### src/hw/rtl/plvs_pkg.sv
package plvs_pkg;

   localparam int EntriesPerBuffer = 64;
   localparam int BufferCount      = 16;
   localparam int SetCount         = 64;
   localparam int PoolSize         = EntriesPerBuffer * BufferCount;
   localparam int EntryAw          = $clog2(PoolSize);
   localparam int LinkW            = EntryAw + 1;
   localparam int LenW             = $clog2(PoolSize + 1);
   localparam int SetAw            = 6;
   localparam int ValueW           = 32;
   localparam int PosW             = 10;
   localparam int CmdW             = 3;

   localparam logic [LinkW-1:0] NilLink = LinkW'(PoolSize);

   typedef enum logic [CmdW-1:0] {
      CMD_ADD     = 3'd0,
      CMD_REMOVE  = 3'd1,
      CMD_EXISTS  = 3'd2,
      CMD_COUNT   = 3'd3,
      CMD_GET_NTH = 3'd4,
      CMD_CLEAR   = 3'd5
   } cmd_type;

   typedef enum logic [1:0] {
      MODE_EMPTY  = 2'd0,
      MODE_DIRECT = 2'd1,
      MODE_LIST   = 2'd2
   } mode_type;

   typedef struct packed {
      mode_type            mode;
      logic [ValueW-1:0]   direct;
      logic [EntryAw-1:0]  head;
      logic [EntryAw-1:0]  tail;
      logic [LenW-1:0]     length;
   } set_rec_type;

   typedef enum logic [4:0] {
      ST_IDLE,
      ST_SET_READ,
      ST_DECODE,
      ST_WALK_REQ,
      ST_WALK_CHK,
      ST_RM_LINK,
      ST_RM_FREE,
      ST_COL_REQ,
      ST_COL_CHK,
      ST_AL1_REQ,
      ST_AL1_GET,
      ST_AL2_REQ,
      ST_AL2_GET,
      ST_PRO_W1,
      ST_PRO_W2,
      ST_APPEND,
      ST_SET_WRITE,
      ST_DONE
   } ctl_state_type;

   typedef enum logic [2:0] {
      REC_HOLD,
      REC_LOAD,
      REC_DIRECT,
      REC_EMPTY,
      REC_PROMOTE,
      REC_APPEND,
      REC_UNLINK,
      REC_COLLAPSE
   } rec_op_type;

   typedef enum logic [1:0] {
      WALK_HOLD,
      WALK_START,
      WALK_NEXT
   } walk_op_type;

   typedef enum logic [1:0] {
      RD_NONE,
      RD_CUR,
      RD_FREE,
      RD_HEAD
   } rd_sel_type;

   typedef enum logic [2:0] {
      LW_NONE,
      LW_PREV_NXT,
      LW_GIVE_CUR,
      LW_GIVE_HEAD,
      LW_A_B,
      LW_TAIL_B
   } link_wr_type;

   typedef enum logic [1:0] {
      VW_NONE,
      VW_A_DIRECT,
      VW_B_VALUE
   } val_wr_type;

   typedef enum logic [1:0] {
      POOL_HOLD,
      POOL_TAKE,
      POOL_GIVE_CUR,
      POOL_GIVE_HEAD
   } pool_op_type;

   typedef enum logic [2:0] {
      RES_HOLD,
      RES_FOUND,
      RES_READ_ENTRY,
      RES_READ_DIRECT,
      RES_EXHAUSTED
   } res_op_type;

   typedef struct packed {
      logic         load_req;
      rec_op_type   rec_op;
      walk_op_type  walk_op;
      rd_sel_type   rd_sel;
      link_wr_type  link_wr;
      val_wr_type   val_wr;
      pool_op_type  pool_op;
      res_op_type   res_op;
      logic         set_wr;
      logic         out_load;
   } dp_ctl_type;

   typedef struct packed {
      cmd_type   cmd;
      mode_type  mode;
      logic      direct_match;
      logic      entry_match;
      logic      idx_last;
      logic      idx_pos;
      logic      pos_oor;
      logic      free_ge1;
      logic      free_ge2;
      logic      len_le1;
      logic      out_free;
   } dp_sts_type;

endpackage

### src/hw/rtl/plvs_controller.sv
module plvs_controller (
   input  logic                  clock,
   input  logic                  reset,
   input  logic                  req_valid,
   output logic                  req_ready,
   output plvs_pkg::dp_ctl_type  ctl,
   input  plvs_pkg::dp_sts_type  sts
);

   plvs_pkg::ctl_state_type state_ff;
   plvs_pkg::ctl_state_type state_in;

   always_ff @(posedge clock) begin
      if (reset) begin
         state_ff <= plvs_pkg::ST_IDLE;
      end else begin
         state_ff <= state_in;
      end
   end

   always_comb begin
      state_in  = state_ff;
      ctl       = '0;
      req_ready = 1'b0;
      unique case (state_ff)
         plvs_pkg::ST_IDLE: begin
            req_ready    = 1'b1;
            ctl.load_req = req_valid;
            if (req_valid) begin
               state_in = plvs_pkg::ST_SET_READ;
            end
         end
         plvs_pkg::ST_SET_READ: begin
            ctl.rec_op = plvs_pkg::REC_LOAD;
            state_in   = plvs_pkg::ST_DECODE;
         end
         plvs_pkg::ST_DECODE: begin
            state_in = plvs_pkg::ST_DONE;
            if (sts.mode == plvs_pkg::MODE_LIST && sts.cmd != plvs_pkg::CMD_COUNT
                && !(sts.cmd == plvs_pkg::CMD_GET_NTH && sts.pos_oor)) begin
               ctl.walk_op = plvs_pkg::WALK_START;
               if (sts.cmd == plvs_pkg::CMD_ADD || sts.cmd == plvs_pkg::CMD_REMOVE
                   || sts.cmd == plvs_pkg::CMD_EXISTS || sts.cmd == plvs_pkg::CMD_GET_NTH
                   || sts.cmd == plvs_pkg::CMD_CLEAR) begin
                  state_in = plvs_pkg::ST_WALK_REQ;
               end
            end else begin
               unique case (sts.cmd)
                  plvs_pkg::CMD_ADD: begin
                     if (sts.mode == plvs_pkg::MODE_DIRECT) begin
                        if (!sts.direct_match) begin
                           if (sts.free_ge2) begin
                              state_in = plvs_pkg::ST_AL1_REQ;
                           end else begin
                              ctl.res_op = plvs_pkg::RES_EXHAUSTED;
                           end
                        end
                     end else begin
                        ctl.rec_op = plvs_pkg::REC_DIRECT;
                        state_in   = plvs_pkg::ST_SET_WRITE;
                     end
                  end
                  plvs_pkg::CMD_REMOVE: begin
                     if (sts.mode == plvs_pkg::MODE_DIRECT && sts.direct_match) begin
                        ctl.rec_op = plvs_pkg::REC_EMPTY;
                        state_in   = plvs_pkg::ST_SET_WRITE;
                     end
                  end
                  plvs_pkg::CMD_EXISTS: begin
                     if (sts.mode == plvs_pkg::MODE_DIRECT && sts.direct_match) begin
                        ctl.res_op = plvs_pkg::RES_FOUND;
                     end
                  end
                  plvs_pkg::CMD_GET_NTH: begin
                     if (sts.mode == plvs_pkg::MODE_DIRECT && !sts.pos_oor) begin
                        ctl.res_op = plvs_pkg::RES_READ_DIRECT;
                     end
                  end
                  plvs_pkg::CMD_CLEAR: begin
                     ctl.rec_op = plvs_pkg::REC_EMPTY;
                     state_in   = plvs_pkg::ST_SET_WRITE;
                  end
                  default: begin
                  end
               endcase
            end
         end
         plvs_pkg::ST_WALK_REQ: begin
            ctl.rd_sel = plvs_pkg::RD_CUR;
            state_in   = plvs_pkg::ST_WALK_CHK;
         end
         plvs_pkg::ST_WALK_CHK: begin
            state_in = plvs_pkg::ST_DONE;
            unique case (sts.cmd)
               plvs_pkg::CMD_ADD, plvs_pkg::CMD_REMOVE, plvs_pkg::CMD_EXISTS: begin
                  priority if (sts.entry_match) begin
                     if (sts.cmd == plvs_pkg::CMD_EXISTS) begin
                        ctl.res_op = plvs_pkg::RES_FOUND;
                     end
                     if (sts.cmd == plvs_pkg::CMD_REMOVE) begin
                        state_in = plvs_pkg::ST_RM_LINK;
                     end
                  end else if (sts.idx_last) begin
                     if (sts.cmd == plvs_pkg::CMD_ADD) begin
                        if (sts.free_ge1) begin
                           state_in = plvs_pkg::ST_AL2_REQ;
                        end else begin
                           ctl.res_op = plvs_pkg::RES_EXHAUSTED;
                        end
                     end
                  end else begin
                     ctl.walk_op = plvs_pkg::WALK_NEXT;
                     state_in    = plvs_pkg::ST_WALK_REQ;
                  end
               end
               plvs_pkg::CMD_GET_NTH: begin
                  if (sts.idx_pos) begin
                     ctl.res_op = plvs_pkg::RES_READ_ENTRY;
                  end else begin
                     ctl.walk_op = plvs_pkg::WALK_NEXT;
                     state_in    = plvs_pkg::ST_WALK_REQ;
                  end
               end
               plvs_pkg::CMD_CLEAR: begin
                  ctl.link_wr = plvs_pkg::LW_GIVE_CUR;
                  ctl.pool_op = plvs_pkg::POOL_GIVE_CUR;
                  ctl.walk_op = plvs_pkg::WALK_NEXT;
                  if (sts.idx_last) begin
                     ctl.rec_op = plvs_pkg::REC_EMPTY;
                     state_in   = plvs_pkg::ST_SET_WRITE;
                  end else begin
                     state_in = plvs_pkg::ST_WALK_REQ;
                  end
               end
               default: begin
               end
            endcase
         end
         plvs_pkg::ST_RM_LINK: begin
            ctl.link_wr = plvs_pkg::LW_PREV_NXT;
            ctl.rec_op  = plvs_pkg::REC_UNLINK;
            state_in    = plvs_pkg::ST_RM_FREE;
         end
         plvs_pkg::ST_RM_FREE: begin
            ctl.link_wr = plvs_pkg::LW_GIVE_CUR;
            ctl.pool_op = plvs_pkg::POOL_GIVE_CUR;
            state_in    = sts.len_le1 ? plvs_pkg::ST_COL_REQ : plvs_pkg::ST_SET_WRITE;
         end
         plvs_pkg::ST_COL_REQ: begin
            ctl.rd_sel = plvs_pkg::RD_HEAD;
            state_in   = plvs_pkg::ST_COL_CHK;
         end
         plvs_pkg::ST_COL_CHK: begin
            ctl.rec_op  = plvs_pkg::REC_COLLAPSE;
            ctl.link_wr = plvs_pkg::LW_GIVE_HEAD;
            ctl.pool_op = plvs_pkg::POOL_GIVE_HEAD;
            state_in    = plvs_pkg::ST_SET_WRITE;
         end
         plvs_pkg::ST_AL1_REQ: begin
            ctl.rd_sel = plvs_pkg::RD_FREE;
            state_in   = plvs_pkg::ST_AL1_GET;
         end
         plvs_pkg::ST_AL1_GET: begin
            ctl.pool_op = plvs_pkg::POOL_TAKE;
            state_in    = plvs_pkg::ST_AL2_REQ;
         end
         plvs_pkg::ST_AL2_REQ: begin
            ctl.rd_sel = plvs_pkg::RD_FREE;
            state_in   = plvs_pkg::ST_AL2_GET;
         end
         plvs_pkg::ST_AL2_GET: begin
            ctl.pool_op = plvs_pkg::POOL_TAKE;
            state_in    = (sts.mode == plvs_pkg::MODE_DIRECT) ? plvs_pkg::ST_PRO_W1
                                                               : plvs_pkg::ST_APPEND;
         end
         plvs_pkg::ST_PRO_W1: begin
            ctl.val_wr  = plvs_pkg::VW_A_DIRECT;
            ctl.link_wr = plvs_pkg::LW_A_B;
            state_in    = plvs_pkg::ST_PRO_W2;
         end
         plvs_pkg::ST_PRO_W2: begin
            ctl.val_wr = plvs_pkg::VW_B_VALUE;
            ctl.rec_op = plvs_pkg::REC_PROMOTE;
            state_in   = plvs_pkg::ST_SET_WRITE;
         end
         plvs_pkg::ST_APPEND: begin
            ctl.val_wr  = plvs_pkg::VW_B_VALUE;
            ctl.link_wr = plvs_pkg::LW_TAIL_B;
            ctl.rec_op  = plvs_pkg::REC_APPEND;
            state_in    = plvs_pkg::ST_SET_WRITE;
         end
         plvs_pkg::ST_SET_WRITE: begin
            ctl.set_wr = 1'b1;
            state_in   = plvs_pkg::ST_DONE;
         end
         plvs_pkg::ST_DONE: begin
            if (sts.out_free) begin
               ctl.out_load = 1'b1;
               state_in     = plvs_pkg::ST_IDLE;
            end
         end
         default: begin
            state_in = plvs_pkg::ST_IDLE;
         end
      endcase
   end

endmodule

### config.mk
export PLATFORM = sky130hd
export DESIGN_NAME = plvs_controller
export DESIGN_NICKNAME = d
export VERILOG_FILES = /design/src/hw/rtl/plvs_pkg.sv /design/src/hw/rtl/plvs_controller.sv
export SDC_FILE = /design/constraint.sdc
export NUM_CORES = 1
export LEC_CHECK = 0
export BUFFER_PORTS_ARGS = -buffer_cell sky130_fd_sc_hd__buf_2
export CAP_MARGIN = 20
export CORE_MARGIN = 2
export CORE_UTILIZATION = 40
export DETAILED_ROUTE_END_ITERATION = 7
export GPL_TIMING_DRIVEN = 0
export PLACE_DENSITY = 0.65
export SLEW_MARGIN = 0
export SYNTH_ARGS = -nofsm -noshare
export SYNTH_HDL_FRONTEND = slang
export SYNTH_SLANG_ARGS = --single-unit
### constraint.sdc
create_clock -name clock -period 3 [get_ports clock]
set_clock_uncertainty 0.1 [all_clocks]
set_input_delay 0.3 -clock clock [delete_from_list [all_inputs] [get_ports clock]]
set_output_delay 0.3 -clock clock [all_outputs]
set_load 0.02 [all_outputs]
[Word level (Yosys, flattened, before mapping)]
Cells that the tools add are included.
Storage, ports and cells
  input port bits: 17
  word-level logic and storage cells: 105
  bits in registers: 5
  output and inout port bits: 21
Operators by class
  multiplexer cells: 59
  equality and inequality tests: 26
  reduce and logical (&&, ||, !) cells: 19
Operators by type and width (count)
  case mux 5 bit (16 select lines): 1
  two-way mux 5 bit: 15
  equality test 5 x 4 -> 1 bit, second input constant: 8
  case mux 5 bit (3 select lines): 2
  two-way mux 2 bit: 13
  two-way mux 3 bit: 8
  case mux 3 bit (7 select lines): 1
  equality test 5 x 3 -> 1 bit, second input constant: 4
  case mux 2 bit (3 select lines): 3
  case mux 3 bit (6 select lines): 1
  case mux 3 bit (2 select lines): 2
  equality test 5 x 2 -> 1 bit, second input constant: 2
  equality test 5 bit, second input constant: 2
  two-way mux 1 bit: 9
  case mux 3 bit (3 select lines): 1
  case mux 2 bit (2 select lines): 2
  case mux 2 bit (4 select lines): 1
  equality test 3 bit, second input constant: 2
  OR reduction 2 bit: 3
  OR reduction 3 bit: 2
  equality test 5 x 1 -> 1 bit, second input constant: 1
  logical AND 1 bit: 5
  logical NOT 5 bit: 1
  logical OR 1 bit: 4
  other kinds (9): 11

[Longest topological paths before layout]
Gate-level depths: netlist (run 1).
  depth in word-level cells: 8
  mapped depth: 7
  mapped depth without buffers: 5

[Least setup slack after synthesis (run 1)]
OpenSTA, ideal clock, no wires.
  path type: register to output
  start point: register state_ff[1]
  end point: output ctl[3] (netlist name)
  path buffers: 2
  data required time: 2600 ps
  arrival time: 1532 ps
  cell stages (with the launch flop): 7
  setup slack: 1068 ps
  cells stage by stage: dfxtp_1 > buf_2 > buf_4 > nand3_1 > nor3_2 > a21oi_1 > nor3_1
RTL lines
  from (decl): line plvs_controller.sv:10  | plvs_pkg::ctl_state_type state_ff;
  from (signal assigned): line plvs_controller.sv:15  | state_ff <= plvs_pkg::ST_IDLE;
  from (signal assigned): line plvs_controller.sv:17  | state_ff <= state_in;
  to (decl): line plvs_controller.sv:6  | output plvs_pkg::dp_ctl_type ctl,

==> results of run 1 <==
==> final timing paths <==
kind | startpoint | cells after the start | slack (ns) | endpoint
max | state_ff[4] | 6 | 0.75 | ctl[3]
min | reset | 2 | 0.21 | state_ff[2]
max reg2reg | state_ff[2] | 6 | 1.30 | state_ff[0]
min reg2reg | state_ff[4] | 2 | 0.54 | state_ff[1]
==> metal layers <==
metal	routed length, µm	vias to the layer above	global-route usage, %
met5	0	-	0
met4	17	0	4.70
met3	142	2	1.69
met2	1490	43	37.9
met1	1430	575	29.7
li1	-	634	-
==> power groups by stage <==
stage	combinational, mW	sequential, mW	clock (mW)
floorplan	0.223	0.0883	0
global placement	0.299	0.0925	0
detailed placement	0.302	0.0919	0
CTS	0.304	0.0907	0.0775
global route	0.330	0.0925	0.0843
finish	0.306	0.0908	0.0746
==> critical path: stages (launching register included) <==
cell and delay [ns]:
dfxtp_1 0.33, nor3_1 0.39, nand3_1 0.25, nor3_2 0.24, a21oi_1 0.06, nor3_1 0.16, buf_2 0.19
==> cells in the final DEF (no fill, tap or decap), types with 2 or more instances in the layout <==
cell type and instances:
buf_6 2, inv_1 4, buf_2 39, nor3_1 5, or3_1 3, nor2b_1 3, nor2_1 12, o21ai_1 2
clkbuf_4 3, a31oi_1 5, dfxtp_1 5, and2_1 4, a32oi_1 2, o32a_1 2, nand2b_1 8, o211ai_1 2
nand3_1 6, a31o_2 2, o22ai_1 2, buf_4 3, nor3_2 2, a22oi_1 2, and3_1 6, clkbuf_8 3
nand2_1 20, nor4_1 2, nand4_1 3, o21ai_0 7, a21oi_1 10
==> area by class of cell <==
cell class                      instances  area share [%]
Tap cell                               28            2.89
Multi-Input combinational cell        128            62.3
Timing Repair Buffer                   35            14.4
Buffer                                 12            8.76
Sequential cell                         5            8.25
Inverter                                4            1.24
Clock buffer                            4            2.16
==> cells by family after synthesis <==
logic type	after synthesis
and+or+nand+nor	83
AOI/OAI and AO/OA	44
buffers and inverters	16
DFF	5
xor gates and xnor gates	1
==> flow_summary.toml, run 1 <==
[flow_run]
cap_violations = 0

[global_routing]
grt_pass1_wl_um = 4740
antenna_found_initial = 0
grt_usage_pct = 22.1
grt_pass1_vias = 1060
grt_max_degree = 11
grt_overflow = 0

[die]
dieArea_um2 = 2850
start_util_pct = 43.3
die_w_um = 53.4
die_y_um = 53.4
fp-row-count = 17
pin_count = 38
core_area_um2 = 2250

[layout]
seqCellArea_um2 = 100
design_area_um2 = 1210
largest_reg_flops = 5
multi_input_area_um2 = 756
drive_above_1_share_pct = 31.4
largestRegisters = "state_ff (5)"
final_cells = 216
regMostFlops = "state_ff"
final_nets = 206
finish.utilization_pct = 53.8
antenna_cells = 0
fillers = 247
area_growth_pct = 24.2

[hold_path]
min_path_type = "in2reg"

[route]
wl_per_cell_um = 14.3
drc = 0
via_per_inst = 5.81
drt_pass1_iterations = 4
dr.first_iter.drc_count = 47
wirelength_um = 3080
ant_nets = 0
via_count = 1254

[outcome]
run_status = "finished, final reports clean"

[logic_synthesis]
yosysTopAreaCellShare_pct = 10.2
syn_inst = 149
ys_async_sr_fraction_pct = 0
synth_edf_count = 0
yosys.area.top_type = "dfxtp_1"
ys_seq_area_share_pct = 10.2
synth_compound_area_share_pct = 30.0
mappedNetlistNets = 166
synth_mux_area_share_pct = 0
synth_area_um2 = 977
synth.most_common_cell = "nand2_1"
ys_ff_latch = 5
synth.area.top_cells = "dfxtp_1 10%, nand2_1 7.7%, a21oi_1 5.1%"
synthTopCellsByCount = "20 x nand2_1, 12 x nor2_1, 10 x a21oi_1"
synthXorXnorAreaFrac_pct = 0.896
synth_adder_area_share_pct = 0
ys.flop_type = "dfxtp_1"
synth_cell_types = 46
syn_area_per_cell_um2 = 6.56
yosys.area_share.simple_pct = 46.5
yosysWarnings = 0
synth_top_family_by_area = "simple AND/OR/NAND/NOR gates"

[timing]
fin_tns_setup_ns = 0
fin_hold_ws_ns = 0.208
setup_viol = 0
timing_hold_violations_final = 0
fmax_mhz = 444
drv_slew = 0
worstMarginPinSlew_ns = 0.420
slew-limit-headroom_pct = 71.7
rsz0062_at_grt = "no"
post-route-period-util_pct = 75.1
layout_setup_ws_ns = 0.746
finalCriticalPeriod_ns = 2.25

[power]
power_uw = 471
p_clk_share_pct = 15.8
powerDensity_nw_per_um2 = 388
vdd_drop_max_mv = 0.251
p_comb_share_pct = 64.9
swShare_pct = 47.5
power.leakage_nw = 0.554
p_sw_uw = 224
p_int_uw = 248
share_seq_of_total_power_pct = 19.3

[setup_path]
worst_ep_arrival_time_ns = 1.85
crit_type = "reg2out"
required_ns = 2.60
endpoint_kind = "output pin"
cp_max_fo = 4
cp-start-kind = "flip-flop"

[clocking]
cts_tree = "yes"
path_clk_slew_ns = 0.04
cts_hold_buf = 0
htreeDepth = 1
cts-buffers-inserted = 3
cts.path.max_buffers = 2
cts_resized = 0
clock-sinks = 5
post_cts_buffers = 0
clock_latency_ns = 0.23
cts-root-buf = "clkbuf_4"

[placement]
dpl-instance-area_um2 = 1190
io_buffers = 35
gp_congestion = 0.837
dp.cells = 212
dp_slack_ns = 1.03
post-dp-hpwl_um = 2450
Note: power is estimated with default switching activity, not from simulation.
==> run 2: changes to the inputs <==
clock period = 2.1 ns   (was 3 ns; I/O delays follow)
==> run 2 against run 1 <==
Count of clock-buffer cells in the layout did not move. Die area did not move. Combinational power rose by 53%. Clock power rose by 43%. Non-clock buffer count rose by 1. Final cell count rose by 0.46%. Sequential cell count did not move. Worst setup slack got worse by 0.66 ns. Core utilization rose by 2.3 points. Sequential power rose by 50%. Register-to-register slack got worse by 0.91 ns. Total power rose by 51%. Critical endpoint is now ctl[16]. Largest cell class unchanged.
==> flow_summary.toml, run 2 (synthesis results as in run 1) <==
[outcome]
run_status = "finished, final reports clean"

[layout]
antenna_cells = 0
multi_input_area_um2 = 786
seqCellArea_um2 = 105
final_cells = 217
largestRegisters = "state_ff (5)"
regMostFlops = "state_ff"
area_growth_pct = 29.4
fillers = 248
final_nets = 207
final_cell_mix = "37 x buf_2, 20 x nand2_1, 12 x nor2_1"
layout_commonest_cell = "buf_2"
design_area_um2 = 1260
drive_above_1_share_pct = 34.9
largest_reg_flops = 5
finish.utilization_pct = 56.1

[global_routing]
grt_overflow = 0
antenna_found_initial = 0
grt_pass1_vias = 1057
grt_usage_pct = 22.0
grt_max_degree = 11
grt_pass1_wl_um = 4710

[setup_path]
cp_num_buf_inv = 2
worst_ep_arrival_time_ns = 1.70
max_stage_delay_ns = 0.37
cp_max_fo = 10
path_cells = "buf_4 -> and3_1 -> o21ai_1 -> a21oi_1 -> or3_1 -> buf_2"
endpoint_kind = "output pin"
required_ns = 1.79
critical-path-slowest-cell = "or3_1"
cp-start-kind = "flip-flop"
critPathTopFamily = "simple AND/OR/NAND/NOR gates"
crit_type = "reg2out"

[die]
die_y_um = 53.4
start_util_pct = 43.3
pin_count = 38
fp-row-count = 17
core_area_um2 = 2250
die_w_um = 53.4
dieArea_um2 = 2850

[placement]
io_buffers = 35
gp_congestion = 0.837
dp.cells = 212
dpl-instance-area_um2 = 1190
post-dp-hpwl_um = 2450

[route]
drc = 0
wirelength_um = 3090
ant_nets = 0
drt_pass1_iterations = 4
via_count = 1277
dr.first_iter.drc_count = 42
wl_per_cell_um = 14.2
via_per_inst = 5.88

[power]
powerDensity_nw_per_um2 = 563
power.leakage_nw = 0.574
vdd_drop_max_mv = 0.369

[timing]
timing_hold_violations_final = 0
setup_viol = 0
fin_tns_setup_ns = 0
rsz0062_at_grt = "no"
fmax_mhz = 497
drv_slew = 0
worstMarginPinSlew_ns = 0.428
finalCriticalPeriod_ns = 2.01
post-route-period-util_pct = 95.8
fin_hold_ws_ns = 0.112
slew-limit-headroom_pct = 71.2

[clocking]
clock_latency_ns = 0.23
cts-root-buf = "clkbuf_4"
cts_hold_buf = 0
path_clk_slew_ns = 0.04
cts-buffers-inserted = 3
cts_tree = "yes"
htreeDepth = 1
clock-sinks = 5
cts.path.max_buffers = 2

[hold_path]
min_path_type = "in2reg"

[flow_run]
cap_violations = 0
-- run 2: cell count changes in the layout (fill, tap and decap cells not counted), sizes merged --
cell  delta
buf      +1
-- run 2: through the flow --
stage | total power, mW | worst slack [ns]
after floorplan | 0.444 | 0.258
after global placement | 0.560 | 0.210
after detailed placement | 0.563 | 0.223
after CTS | 0.679 | 0.0258
after global routing | 0.762 | 0.0212
final | 0.712 | 0.0872
-- run 2: worst paths after layout --
check | to | slack (ns) | cells after the start | from
min | state_ff[2] | 0.11 | 2 | reset
max | ctl[16] | 0.09 | 6 | state_ff[3]
min reg2reg | state_ff[1] | 0.52 | 2 | state_ff[4]
max reg2reg | state_ff[0] | 0.39 | 6 | state_ff[2]
-- run 2: timing repair --
action                                  CTS  global route
buffers inserted                          0             1
endpoints found under the setup margin    3             3
pin swaps                                 0             3
resized for setup                         2            10
-- run 2: final cells by class --
| type | count | share of cell area, % |
|---|---|---|
| timing repair buffer | 36 | 14.4 |
| inverter | 4 | 1.19 |
| multi-input combinational | 128 | 62.1 |
| sequential | 5 | 8.31 |
| buffer | 12 | 9.10 |
| tap | 28 | 2.77 |
| clock buffer | 4 | 2.08 |
-- run 2: worst register-to-register path: stages (launching register included) --
cell      delay, ns
dfxtp_2        0.36
buf_4          0.18
and3b_1        0.19
a31oi_1        0.25
o21ai_1        0.13
a222oi_1       0.25
a21oi_1        0.12
-- run 2: layer usage --
metal | global-route usage, % | wire length [µm] | part of all wire, % | vias up
li1 | - | - | - | 635
met1 | 29.2 | 1350 | 44 | 582
met2 | 38.7 | 1540 | 50 | 56
met3 | 1.69 | 178 | 5.8 | 4
met4 | 3.42 | 15 | 0.49 | 0
met5 | 0 | 0 | 0 | -
-- run 2: power by group --
| part | leakage [nW] | internal [mW] | switching [mW] |
|---|---|---|---|
| registers | 0.0425 | 0.114 | 0.0222 |
| clock network | 0.0150 | 0.0716 | 0.0352 |
| logic | 0.516 | 0.191 | 0.278 |
